===== src/design/utf8_to_ucs2_decoder_top_macros.svh =====
// Assertion macros used by the decoder back end.
`ifndef UTF8_TO_UCS2_DECODER_TOP_MACROS_SVH
`define UTF8_TO_UCS2_DECODER_TOP_MACROS_SVH

// Same-cycle implication, disabled while reset is asserted.
`define UTD_ASSERT_IMPL(lbl, ck, rn, ante, cons, msg) \
	lbl: assert property (@(posedge ck) disable iff (!rn) (ante) |-> (cons)) else $error(msg);

// Next-cycle implication, disabled while reset is asserted.
`define UTD_ASSERT_NEXT(lbl, ck, rn, ante, cons, msg) \
	lbl: assert property (@(posedge ck) disable iff (!rn) (ante) |=> (cons)) else $error(msg);

`endif


===== src/design/utd_pkg.sv =====
// Package with types and constants of the UTF-8 to UCS-2 decoder.
`default_nettype none
package utd_pkg;
	localparam int unsigned QUEUE_DEPTH = 2;
	localparam logic [14:0] MAX_UNITS_RESET = 15'd149;

	typedef struct packed {
		logic        term;
		logic [15:0] unit;
	} evt_t;
endpackage
`default_nettype wire


===== src/design/utd_front.sv =====
// Front end: accepts bytes, gathers multi-byte sequences and issues unit or terminator events.
`default_nettype none
module utd_front (
	input  wire logic        clk,
	input  wire logic        arst_n,
	input  wire logic        accept,
	input  wire logic [7:0]  in_byte,
	output utd_pkg::evt_t    ev,
	output logic             ev_push
);
	logic [1:0]  pending_q;
	logic [15:0] partial_q;
	logic [1:0]  pending_d;
	logic [15:0] partial_d;

	always_comb begin
		pending_d = pending_q;
		partial_d = partial_q;
		ev.term   = 1'b0;
		ev.unit   = 16'd0;
		ev_push   = 1'b0;
		if (pending_q != 2'd0) begin
			partial_d = {partial_q[9:0], in_byte[5:0]};
			pending_d = pending_q - 2'd1;
			ev.unit   = partial_d;
			ev_push   = accept && (pending_d == 2'd0);
		end else if (in_byte == 8'd0) begin
			ev.term   = 1'b1;
			ev_push   = accept;
			partial_d = 16'd0;
		end else if (!in_byte[7]) begin
			ev.unit   = {8'd0, in_byte};
			ev_push   = accept;
		end else if (!in_byte[5]) begin
			partial_d = {11'd0, in_byte[4:0]};
			pending_d = 2'd1;
		end else begin
			partial_d = {12'd0, in_byte[3:0]};
			pending_d = 2'd2;
		end
	end

	always_ff @(posedge clk or negedge arst_n) begin
		if (!arst_n) begin
			pending_q <= 2'd0;
			partial_q <= 16'd0;
		end else if (accept) begin
			pending_q <= pending_d;
			partial_q <= partial_d;
		end
	end
endmodule
`default_nettype wire


===== src/design/utd_queue.sv =====
// Short event queue between the front end and the back end.
`default_nettype none
module utd_queue #(
	parameter int unsigned DEPTH = utd_pkg::QUEUE_DEPTH
) (
	input  wire logic          clk,
	input  wire logic          arst_n,
	input  wire logic          push,
	input  utd_pkg::evt_t      din,
	output logic               full,
	input  wire logic          pop,
	output utd_pkg::evt_t      dout,
	output logic               avail
);
	localparam int unsigned PTR_W = $clog2(DEPTH);
	localparam int unsigned CNT_W = $clog2(DEPTH + 1);

	utd_pkg::evt_t    mem_q [DEPTH];
	logic [PTR_W-1:0] wr_ptr_q;
	logic [PTR_W-1:0] rd_ptr_q;
	logic [CNT_W-1:0] cnt_q;

	assign full  = (cnt_q == CNT_W'(DEPTH));
	assign avail = (cnt_q != '0);
	assign dout  = mem_q[rd_ptr_q];

	always_ff @(posedge clk) begin
		if (push) begin
			mem_q[wr_ptr_q] <= din;
		end
	end

	always_ff @(posedge clk or negedge arst_n) begin
		if (!arst_n) begin
			wr_ptr_q <= '0;
			rd_ptr_q <= '0;
			cnt_q    <= '0;
		end else begin
			if (push) begin
				wr_ptr_q <= (wr_ptr_q == PTR_W'(DEPTH - 1)) ? '0 : wr_ptr_q + PTR_W'(1);
			end
			if (pop) begin
				rd_ptr_q <= (rd_ptr_q == PTR_W'(DEPTH - 1)) ? '0 : rd_ptr_q + PTR_W'(1);
			end
			if (push && !pop) begin
				cnt_q <= cnt_q + CNT_W'(1);
			end else if (pop && !push) begin
				cnt_q <= cnt_q - CNT_W'(1);
			end
		end
	end
endmodule
`default_nettype wire


===== src/design/utd_back.sv =====
// Back end: counts units against the capacity, drops overflow and drives the output word.
`default_nettype none
`include "utf8_to_ucs2_decoder_top_macros.svh"
module utd_back (
	input  wire logic        clk,
	input  wire logic        arst_n,
	input  wire logic        cfg_valid,
	output logic             cfg_ready,
	input  wire logic [14:0] cfg_data,
	input  wire logic        ev_avail,
	input  utd_pkg::evt_t    ev,
	output logic             ev_pop,
	output logic             out_valid,
	input  wire logic        out_stall,
	output logic [15:0]      code_unit,
	output logic             is_last,
	output logic [15:0]      bytes_used
);
	logic [14:0] max_units_q;
	logic [14:0] units_q;
	logic        out_valid_q;
	logic [15:0] code_unit_q;
	logic        is_last_q;
	logic [15:0] bytes_used_q;
	logic        drop;

	assign cfg_ready  = 1'b1;
	assign ev_pop     = ev_avail && (!out_valid_q || !out_stall);
	assign drop       = !ev.term && (units_q >= max_units_q);
	assign out_valid  = out_valid_q;
	assign code_unit  = code_unit_q;
	assign is_last    = is_last_q;
	assign bytes_used = bytes_used_q;

	always_ff @(posedge clk or negedge arst_n) begin
		if (!arst_n) begin
			max_units_q <= utd_pkg::MAX_UNITS_RESET;
			units_q     <= '0;
			out_valid_q <= 1'b0;
		end else begin
			if (cfg_valid && cfg_ready) begin
				max_units_q <= cfg_data;
			end
			if (ev_pop && !drop) begin
				out_valid_q <= 1'b1;
			end else if (!out_stall) begin
				out_valid_q <= 1'b0;
			end
			if (ev_pop) begin
				if (ev.term) begin
					units_q <= '0;
				end else if (!drop) begin
					units_q <= units_q + 15'd1;
				end
			end
		end
	end

	always_ff @(posedge clk) begin
		if (ev_pop && !drop) begin
			code_unit_q  <= ev.term ? 16'd0 : ev.unit;
			is_last_q    <= ev.term;
			bytes_used_q <= ev.term ? {units_q, 1'b0} : 16'd0;
		end
	end

	`UTD_ASSERT_NEXT(a_term_clears, clk, arst_n, ev_pop && ev.term, units_q == 15'd0, "unit count not cleared after terminator")
	`UTD_ASSERT_NEXT(a_drop_silent, clk, arst_n, ev_pop && drop, !out_valid_q, "dropped unit produced an output word")
	`UTD_ASSERT_IMPL(a_last_zero, clk, arst_n, out_valid_q && is_last_q, code_unit_q == 16'd0, "terminator word carries a nonzero unit")
	`UTD_ASSERT_IMPL(a_unit_nolen, clk, arst_n, out_valid_q && !is_last_q, bytes_used_q == 16'd0, "unit word carries a byte count")
endmodule
`default_nettype wire


===== src/design/utf8_to_ucs2_decoder_top.sv =====
// Path: an accepted byte's event is written into the event queue, then registered as the output word.
// Throughput: one byte per cycle while in_stall is low; the event queue depth sets how long each side may stall alone.
// Bytes that only start or continue a sequence, and units beyond the capacity, yield no word.
// Reset: asynchronous, active low; clears sequence state, unit count and queue, capacity to 149.
// Top level: front end, event queue and back end of the lax UTF-8 to UCS-2 decoder.
`default_nettype none
module utf8_to_ucs2_decoder_top #(
	parameter int unsigned QUEUE_DEPTH = utd_pkg::QUEUE_DEPTH
) (
	input  wire logic        clk,
	input  wire logic        arst_n,
	input  wire logic        cfg_valid,
	output logic             cfg_ready,
	input  wire logic [14:0] cfg_data,
	input  wire logic        in_valid,
	output logic             in_stall,
	input  wire logic [7:0]  in_byte,
	output logic             out_valid,
	input  wire logic        out_stall,
	output logic [15:0]      code_unit,
	output logic             is_last,
	output logic [15:0]      bytes_used
);
	utd_pkg::evt_t front_ev;
	utd_pkg::evt_t head_ev;
	logic          front_push;
	logic          q_full;
	logic          q_avail;
	logic          q_pop;

	assign in_stall = q_full;

	utd_front u_front (
		.clk     (clk),
		.arst_n  (arst_n),
		.accept  (in_valid && !q_full),
		.in_byte (in_byte),
		.ev      (front_ev),
		.ev_push (front_push)
	);

	utd_queue #(
		.DEPTH (QUEUE_DEPTH)
	) u_queue (
		.clk    (clk),
		.arst_n (arst_n),
		.push   (front_push),
		.din    (front_ev),
		.full   (q_full),
		.pop    (q_pop),
		.dout   (head_ev),
		.avail  (q_avail)
	);

	utd_back u_back (
		.clk        (clk),
		.arst_n     (arst_n),
		.cfg_valid  (cfg_valid),
		.cfg_ready  (cfg_ready),
		.cfg_data   (cfg_data),
		.ev_avail   (q_avail),
		.ev         (head_ev),
		.ev_pop     (q_pop),
		.out_valid  (out_valid),
		.out_stall  (out_stall),
		.code_unit  (code_unit),
		.is_last    (is_last),
		.bytes_used (bytes_used)
	);
endmodule
`default_nettype wire


===== config.mk =====
export PLATFORM = sky130hd
export DESIGN_NAME = utf8_to_ucs2_decoder_top
export DESIGN_NICKNAME = d
export VERILOG_FILES = /design/src/design/utd_pkg.sv /design/src/design/utd_front.sv /design/src/design/utd_queue.sv /design/src/design/utd_back.sv /design/src/design/utf8_to_ucs2_decoder_top.sv
export VERILOG_INCLUDE_DIRS = /design/src /design/src/design
export SDC_FILE = /design/constraint.sdc
export NUM_CORES = 1
export LEC_CHECK = 0
export BUFFER_PORTS_ARGS = -buffer_cell sky130_fd_sc_hd__buf_4
export CAP_MARGIN = 25
export CORE_ASPECT_RATIO = 0.9
export CORE_MARGIN = 5
export CORE_UTILIZATION = 50
export CTS_BUF_LIST = sky130_fd_sc_hd__clkbuf_4
export CTS_CLUSTER_SIZE = 14
export DETAILED_ROUTE_END_ITERATION = 8
export PLACE_DENSITY = 0.7
export SLEW_MARGIN = 20
export SYNTH_ARGS = -nofsm -noshare
export SYNTH_HDL_FRONTEND = slang
export SYNTH_HIERARCHICAL = 1
export SYNTH_SLANG_ARGS = --single-unit

===== constraint.sdc =====
create_clock -name clk -period 5.5 [get_ports clk]
set_input_delay 0.275 -clock clk [delete_from_list [all_inputs] [get_ports clk]]
set_output_delay 0.275 -clock clk [all_outputs]
set_load 0.01 [all_outputs]

==> metrics.md, run 1 <==
| Metric | Value |
|---|---|
| Min-delay src | `out_stall` |
| Net Switching | `1.13 mW` |
| Register area share after synthesis | `60.6%` |
| CP Max Fanout | `35` |
| Setup Skew | `15.3 ps` |
| Slowest stage cell on the critical path | `dfrtp_1` |
| CTS tree | `done` |
| HPWL after detailed placement | `7000 µm` |
| Commonest non-fill, non-tap cells in the layout | `66 x edfxtp_1, 63 x buf_4, 43 x dfrtp_1, 29 x nand2_1, 27 x nor2b_1` |
| Final Wtd Congestion | `0.841` |
| LEAKAGE | `2.67 nW` |
| Final Util | `61.4%` |
| Number of flops mapped to enable cells by yosys | `66` |
| DRT Wirelength | `10200 µm` |
| Post-synthesis average cell area | `12.5 µm²` |
| Core ar. | `10200 µm²` |
| Hold Crit Class | `in2reg` |
| Post-Synthesis Net Count | `461` |
| Pint | `2.17 mW` |
| TNS Setup | `0 ps` |
| Mapped Area | `5220 µm²` |
| Via Count | `3432` |
| Slew Limit Fails | `0` |
| Fraction of power spent switching nets | `34.2%` |
| H-tree depth | `4` |
| First-pass GRT wire length | `16800 µm` |
| Fin cells | `637` |
| Vias in the first global route | `3352` |
| Final Critical Period | `3160 ps` |
| Die H | `107 µm` |
| R2R cell count | `5` |
| Buffers and inverters on the worst path | `1` |
| Worst hold slack | `51.5 ps` |
| Leading area contributor after synthesis | `edfxtp_1` |
| Die X | `118 µm` |
| RSZ-0062 raised after global routing | `false` |
| CP cell instances | `mux2_2 -> inv_1 -> nand2_1 -> or4_1 -> nand3_1` |
| Max clock buf depth | `2` |
| Share of cells above drive strength 1 | `26.2%` |
| Overall power | `3.30 mW` |
| Post-synthesis xor/xnor area fraction | `0.840%` |
| Setup bufs post-CTS | `0` |
| Post-synthesis compound-gate area fraction | `7.99%` |
| Family with the most delay on the worst path | `simple AND/OR/NAND/NOR gates` |
| WS Path Type | `reg2reg` |
| Root buffer cell | `clkbuf_4` |
| Site Rows | `35` |
| Commonest non-fill, non-tap cell in the layout | `edfxtp_1` |
| Initial cell density of the core | `51.1%` |
| Synth top area share | `38.0%` |
| Vias/cell | `5.39` |
| #FFs+latches synth | `113` |
| Synth area leaders | `edfxtp_1 38%, dfrtp_1 21%, ha_1 4.1%` |
| Setup-failing EPs final | `0` |
| Ys async rst share | `41.6%` |
| Run status | `completed` |
| Slew @ Worst Pin | `878 ps` |
| Iter 0 DRT Violations | `168` |
| Logic gate share of total power | `34.8%` |
| Largest net degree at the start of global routing | `48` |
| CTS clk-pin slew, worst paths | `100 ps` |
| Nets@finish | `539` |
| GRT Overall Usage | `16.7%` |
| Post-synthesis simple-gate area fraction | `15.4%` |
| Clk Latency, worst-skew pair | `470 ps` |
| Final Hold Viols | `0` |
| Crit path DAT | `3570 ps` |
| Die ar. | `12600 µm²` |
| Pwr Density | `528 nW/µm²` |
| 1st-pass router iterations | `4` |
| Worst VDD drop | `0.334 mV` |
| Largest family of logic cells by synthesized area | `simple AND/OR/NAND/NOR gates` |
| Syn Inst Count | `416` |
| Initial antenna violation count | `1` |
| Fmax | `316 MHz` |
| Fin crit share | `57.5%` |
| Part of the power in the clock network | `21.0%` |
| FILL cells | `834` |
| Critical path depth | `5` |
| Flop pwr share | `44.2%` |
| Warnings, synthesis | `6` |
| Post_cts resized | `0` |
| CTS buffer count | `17` |
| Clock Sinks | `113` |
| CP required | `5910 ps` |
| Global route overflow | `0` |
| Mux cell area share after synthesis | `6.64%` |
| Max Cap Viol | `0` |
| DRT antenna net count | `0` |
| Routed wire per std cell | `16.0 µm` |
| Placed cells | `587` |
| Area growth, synth to finish | `20.1%` |
| Yosys cell types | `53` |
| # port buffers | `61` |
| DRC viols | `0` |
| Worst Setup SP | `u_queue/rd_ptr_q$_DFFE_PN0P_` |
| CTS hold repair buffers | `16` |
| Max stage delay on crit path | `930 ps` |
| Crit. End Element | `flip-flop` |
| Slew HR | `41.5%` |
| Adder-cell share of the synthesized area | `4.08%` |
| IO Pins | `64` |
| Critical register-to-register path startpoint | `u_queue/rd_ptr_q$_DFFE_PN0P_` |
| Startpoint Class | `flip-flop` |
| Hold path cells | `3` |
| Primary FF master, synth | `edfxtp_1` |
cell families (layout without fill, tap and decap cells):
| logic type | count (synthesis) | count (layout) |
|---|---|---|
| buffers and inverters | 47 | 138 |
| other | 2 | 3 |
| muxes | 28 | 28 |
| adders and majority gates | 17 | 17 |
| AOI/OAI and AO/OA | 58 | 58 |
| xor gates and xnor gates | 5 | 5 |
| and+or+nand+nor | 146 | 146 |
| DFF | 113 | 113 |
final timing paths:
| kind | to | slack (ps) |
|---|---|---|
| setup / recovery | u_back/units_q[11]$_DFFE_PN0P_ | 2340 |
| hold / removal | u_back/out_valid$_DFFE_PN0P_ | 50 |
| setup reg to reg | u_back/units_q[11]$_DFFE_PN0P_ | 2340 |
| hold reg to reg | u_front/partial_q[6]$_DFFE_PN0P_ | 490 |
| max in group asynchronous | u_queue/rd_ptr_q$_DFFE_PN0P_ | 4730 |
| min in group asynchronous | u_back/max_units_q[13]$_DFFE_PN0P_ | 370 |
power groups by stage:
stage	clock network (mW)	registers (mW)	logic [mW]
final	0.695	1.46	1.15
after global routing	0.752	1.50	1.27
after CTS	0.714	1.47	1.13
after detailed placement	0	1.49	1.11
after global placement	0	1.47	1.08
after floorplan	0	1.47	0.738
state kept, by name, summed over array words and instances, names as in the netlist:
signal,flops
u_back/bytes_used,15
u_front/pending_q,2
u_queue/cnt_q,2
u_back/units_q,15
u_queue/wr_ptr_q,1
u_back/is_last,1
u_queue/rd_ptr_q,1
u_back/code_unit,16
u_front/partial_q,10
u_back/out_valid,1
u_queue/mem_q,34
u_back/max_units_q,15
tightest hold or removal path, cell delays in order:
cell	delay (ps)
buf_4	80
nand2_1	70
nand2_1	70
cell usage after synthesis (5+ instances only):
cell and n:
clkbuf_1 13, buf_4 5, edfxtp_1 66, and2_1 20, mux2_4 9, o21ai_0 19
a21oi_1 6, nand2_1 29, nand4_1 10, nand3_1 14, inv_1 26, nor2_1 19
ha_1 17, nor2b_1 27, dfrtp_1 43, and3_1 6, mux2_2 14, nor3_1 6
o211ai_1 7
metrics by stage:
stage	instance area [µm²]	setup WS, ps
4_1_cts	6230	2050
6_report	6260	2340
3_3_place_gp	5740	2130
5_1_grt	6260	2120
2_1_floorplan	5220	1480
3_5_place_dp	5740	2060
per-layer routing:
layer / vias up / wire, µm / track usage (%)
li1: 1656 / - / -
met1: 1648 / 4860 / 24.2
met3: 9 / 713 / 4.32
met2: 119 / 4520 / 24.1
met4: 0 / 118 / 6.22
met5: - / 0 / 0
final cells by class:
class	instances	area [µm²]	share of cell area [%]
diodes	1	2.50	0.0400
clock inverters	15	205	3.28
inverters	26	97.6	1.56
multi-input cells	256	1840	29.5
well taps	129	161	2.58
flip-flops and latches	113	3160	50.5
repair buffers	80	661	10.5
clock buffers	17	128	2.04
(Power assumes the default switching activity.)
==> run 2, diff against run 1 <==
==> constraint.sdc (replaced) <==
create_clock -name clk -period 3.1 [get_ports clk]
set_input_delay 0.155 -clock clk [delete_from_list [all_inputs] [get_ports clk]]
set_output_delay 0.155 -clock clk [all_outputs]
set_load 0.01 [all_outputs]
==> metrics.md, run 2 (same netlist as run 1, synthesis figures left out) <==
| Metric | Value |
|---|---|
| H-tree depth | `4` |
| Hold Crit Class | `in2reg` |
| Max reg flops | `34` |
| Largest net degree at the start of global routing | `48` |
| Final Critical Period | `2690 ps` |
| Fin area | `6420 µm²` |
| Die ar. | `12600 µm²` |
| RSZ-0062 raised after global routing | `false` |
| Site Rows | `35` |
| Placed Instance Area | `5800 µm²` |
| Commonest non-fill, non-tap cell in the layout | `buf_4` |
| Fin cells | `657` |
| Global route overflow | `0` |
| Die H | `107 µm` |
| Hold path cells | `3` |
| Max clock buf depth | `2` |
| Pwr Density | `915 nW/µm²` |
| First-pass GRT wire length | `17300 µm` |
| CTS buffer count | `17` |
| Clk Latency, worst-skew pair | `490 ps` |
| Slew @ Worst Pin | `617 ps` |
| Slew Limit Fails | `0` |
| Commonest non-fill, non-tap cells in the layout | `71 x buf_4, 66 x edfxtp_1, 43 x dfrtp_1, 30 x dlygate4sd3_1, 29 x nand2_1` |
| Vias/cell | `5.32` |
| CTS tree | `done` |
| Setup-failing EPs final | `0` |
| Multi-input logic area | `1840 µm²` |
| Iter 0 DRT Violations | `241` |
| Slew HR | `58.9%` |
| Startpoint Class | `flip-flop` |
| Initial cell density of the core | `51.1%` |
| Final Hold Viols | `0` |
| Largest register by flop count | `u_queue/mem_q` |
| FILL cells | `789` |
| Diode count | `0` |
| Clock Sinks | `113` |
| Fin crit share | `86.9%` |
| Initial antenna violation count | `0` |
| Crit path DAT | `3120 ps` |
| CTS clk-pin slew, worst paths | `110 ps` |
| Via Count | `3495` |
| # port buffers | `61` |
| 1st-pass router iterations | `5` |
| Final Wtd Congestion | `0.890` |
| Core ar. | `10200 µm²` |
| Nets@finish | `560` |
| DRC viols | `0` |
| LEAKAGE | `2.74 nW` |
| Vias in the first global route | `3497` |
| DRT antenna net count | `0` |
| IO Pins | `64` |
| Run status | `completed` |
| Root buffer cell | `clkbuf_4` |
| Share of cells above drive strength 1 | `26.7%` |
| WS Path Type | `reg2reg` |
| Routed wire per std cell | `15.9 µm` |
| Worst VDD drop | `0.422 mV` |
| Worst hold slack | `50.4 ps` |
| Area growth, synth to finish | `23.1%` |
| Setup bufs post-CTS | `0` |
| Max Cap Viol | `0` |
| HPWL after detailed placement | `6940 µm` |
| CTS hold repair buffers | `30` |
| DRT Wirelength | `10500 µm` |
| Post_cts resized | `0` |
| TNS Setup | `0 ps` |
| Crit. End Element | `flip-flop` |
| Placed cells | `595` |
| Die X | `118 µm` |
| Fmax | `371 MHz` |
| Register area | `3160 µm²` |
| GRT Overall Usage | `17.2%` |
| Setup Skew | `18.9 ps` |
| CP Max Fanout | `14` |
| CP required | `3530 ps` |
| R2R cell count | `10` |
==> run 2: per-layer routing <==
layer | up-vias | share of wire, % | global-route usage, %
met1 | 1678 | 46 | 23.9
met4 | 0 | 0.98 | 5.00
met3 | 9 | 6.3 | 4.43
li1 | 1695 | - | -
met5 | - | 0 | 0
met2 | 113 | 47 | 26.9
==> run 2: area by class of cell <==
type                       instances  share of cell area (%)
tap                              129                    2.51
sequential                       113                    49.2
timing repair buffer             101                    13.0
multi-input combinational        256                    28.7
inverter                          26                    1.52
clock buffer                      17                    1.99
clock inverter                    15                    3.06
==> run 2: worst paths after layout <==
path,start,to,slack [ps]
setup reg to reg,u_back/units_q[0]$_DFFE_PN0P_,u_back/units_q[9]$_DFFE_PN0P_,410
hold reg to reg,u_front/partial_q[6]$_DFFE_PN0P_,u_front/partial_q[6]$_DFFE_PN0P_,480
setup / recovery,u_back/units_q[0]$_DFFE_PN0P_,u_back/units_q[9]$_DFFE_PN0P_,410
max in group asynchronous,arst_n,u_queue/rd_ptr_q$_DFFE_PN0P_,2460
min in group asynchronous,arst_n,u_back/max_units_q[11]$_DFFE_PN0P_,220
hold / removal,cfg_valid,u_back/max_units_q[1]$_DFFE_PN0P_,50
==> run 2: worst max-delay path, stage by stage, from the launching register on <==
cell and delay (ps):
dfrtp_1 400, inv_1 180, ha_1 270, nand2b_4 140, a211oi_2 200, o311a_1 170, nor3_1 50, or3_1 420
buf_4 210, or4_1 500, nand3_1 100
==> run 2: power by group <==
part / internal [mW] / switching [mW]
Sequential: 2.25 / 0.289
Clock: 0.583 / 0.619
Combinational: 0.985 / 1.15
Total: 3.82 / 2.06
==> run 2: through the flow <==
step | total power, mW | util [%] | worst slack (ps)
floorplan | 3.93 | - | 170
global placement | 4.58 | 56.8 | 507
detailed placement | 4.68 | 56.8 | 438
CTS | 5.93 | 63.0 | 427
global route | 6.25 | 63.0 | 323
finish | 5.88 | 63.0 | 407
==> run 3, diff against run 2 <==
--- a/config.mk
+++ b/config.mk
@@ -14,7 +14,7 @@
 export CTS_BUF_LIST = sky130_fd_sc_hd__clkbuf_4
 export CTS_CLUSTER_SIZE = 14
 export DETAILED_ROUTE_END_ITERATION = 8
-export PLACE_DENSITY = 0.7
+export PLACE_DENSITY_LB_ADDON = 0.25
 export SLEW_MARGIN = 20
 export SYNTH_ARGS = -nofsm -noshare
 export SYNTH_HDL_FRONTEND = slang
==> metrics.md, run 3 (same netlist as run 1, synthesis figures left out) <==
| Metric | Value |
|---|---|
| 1st-pass router iterations | `5` |
| Initial antenna violation count | `0` |
| Met3 wire len | `685 µm` |
| R2R cell count | `9` |
| Startpoint Class | `flip-flop` |
| Crit path DAT | `2970 ps` |
| Commonest non-fill, non-tap cell in the layout | `buf_4` |
| Routed wire per std cell | `15.6 µm` |
| Met2 routed WL | `4730 µm` |
| WS Path Type | `reg2reg` |
| Placed Instance Area | `5800 µm²` |
| Share of cells above drive strength 1 | `26.2%` |
| GRT Overall Usage | `17.2%` |
| Diode count | `0` |
| DRT Wirelength | `10400 µm` |
| Final Wtd Congestion | `0.868` |
| Worst Setup EP | `u_back/code_unit[12]$_SDFFCE_PP0P_` |
| RSZ-0062 raised after global routing | `false` |
| Metal-1 WL | `4890 µm` |
| CP cell instances | `inv_1 -> ha_1 -> nand2b_4 -> a211oi_2 -> o311a_1 -> nor3_1 -> or3_1 -> a21oi_4 -> buf_4` |
| Die H | `107 µm` |
| Slew @ Worst Pin | `615 ps` |
| CP Max Fanout | `15` |
| Worst Setup SP | `u_back/units_q[0]$_DFFE_PN0P_` |
| CTS buffer count | `17` |
| Slew Limit Fails | `0` |
| Slowest stage cell on the critical path | `or3_1` |
| Max Used Layer | `met4` |
| Root buffer cell | `clkbuf_4` |
| Hold Crit Class | `in2reg` |
| Vias in the first global route | `3500` |
| CP required | `3290 ps` |
| Worst VDD drop | `0.538 mV` |
| Commonest non-fill, non-tap cells in the layout | `69 x buf_4, 66 x edfxtp_1, 43 x dfrtp_1, 38 x dlygate4sd3_1, 29 x nand2_1` |
| Iter 0 DRT Violations | `135` |
| Global route overflow | `0` |
| Fin crit share | `89.6%` |
| TNS Setup | `0 ps` |
| Max reg flops | `34` |
| Largest register by flop count | `u_queue/mem_q` |
| Pwr Density | `891 nW/µm²` |
| Post_cts resized | `0` |
| Fmax | `360 MHz` |
| Site Rows | `35` |
| HPWL after detailed placement | `6900 µm` |
| Reg2reg end | `u_back/code_unit[12]$_SDFFCE_PP0P_` |
| Slew HR | `59.0%` |
| Final Util | `63.4%` |
| Setup Skew | `31.2 ps` |
| Crit. End Element | `flip-flop` |
| Final Critical Period | `2780 ps` |
| Fin area | `6470 µm²` |
| First-pass GRT wire length | `17300 µm` |
| Die X | `118 µm` |
| Setup-failing EPs final | `0` |
| CTS clk-pin slew, worst paths | `130 ps` |
| Largest net degree at the start of global routing | `48` |
| DRC viols | `0` |
| LEAKAGE | `2.76 nW` |
| Min-delay src | `cfg_valid` |
| Worst hold slack | `50.9 ps` |
| Via Count | `3503` |
| Clock Sinks | `113` |
| Final Hold Viols | `0` |
| # port buffers | `61` |
| Core ar. | `10200 µm²` |
| Vias/cell | `5.28` |
| Max stage delay on crit path | `580 ps` |
| R2r setup slk | `320 ps` |
| Nets@finish | `567` |
| DRT antenna net count | `0` |
| Overall power | `5.77 mW` |
| Critical register-to-register path startpoint | `u_back/units_q[0]$_DFFE_PN0P_` |
| Die ar. | `12600 µm²` |
| H-tree depth | `4` |
| CTS tree | `done` |
| IO Pins | `64` |
| Run status | `completed` |
| Clk Latency, worst-skew pair | `510 ps` |
| Initial cell density of the core | `51.1%` |
| Max clock buf depth | `2` |
| Area growth, synth to finish | `24.1%` |
| Max Cap Viol | `0` |
## run 3: changes by cell type in the layout (fill, tap and decap cells not counted), sizes merged
cell         change
bufinv           -1
inv              -3
dlygate4sd3      +8
clkinv           +4
buf              -1
## run 3: final cells by class
| class | count | area, µm² |
|---|---|---|
| well taps | 129 | 161 |
| multi-input cells | 256 | 1840 |
| clock inverters | 15 | 161 |
| inverters | 26 | 97.6 |
| flip-flops and latches | 113 | 3160 |
| repair buffers | 108 | 918 |
| clock buffers | 17 | 128 |
| fillers | 787 | 3730 |
## run 3: worst min path at each step
| stage | slack [ps] | endpoint | cells after the start |
|---|---|---|---|
| finish | 50 | u_back/max_units_q[13]$_DFFE_PN0P_ | 2 |
| global route | 30 | u_back/max_units_q[13]$_DFFE_PN0P_ | 2 |
| CTS | 10 | u_back/max_units_q[5]$_DFFE_PN0P_ | 2 |
| detailed placement | 210 | u_back/max_units_q[11]$_DFFE_PN0P_ | 1 |
| global placement | 200 | u_back/max_units_q[11]$_DFFE_PN0P_ | 1 |
| floorplan | -140 | u_back/max_units_q[10]$_DFFE_PN0P_ | 0 |
## run 3: report_power, final
group	switching (mW)	internal (mW)	total [mW]
Clock	0.589	0.488	1.08
Combinational	1.15	1.01	2.15
Sequential	0.288	2.25	2.54
Total	2.02	3.75	5.77
## run 3: routing by layer
metal	track usage, %	vias up
met2	25.8	94
met3	4.80	6
li1	-	1715
met1	24.1	1688
met4	5.90	0
met5	0	-
## run 3: what timing repair did
action / 4_1_cts / 5_1_grt
endpoints found under the hold margin: 66 / 0
setup buffers: 0 / 0
hold buffers: 38 / 0
## run 3: through the flow
step / setup WS, ps / std cells
2_1_floorplan: 170 / 416
3_3_place_gp: 384 / 594
3_5_place_dp: 325 / 594
4_1_cts: 313 / 664
5_1_grt: 156 / 664
6_report: 323 / 664
## run 3: worst max-delay path: cells and delay by family, from the launching register on
family          cells  cell delay [ps]
simple gates        3              770
compound gates      3              660
flops               1              390
buf+inv             2              390
fa+ha+maj           1              270
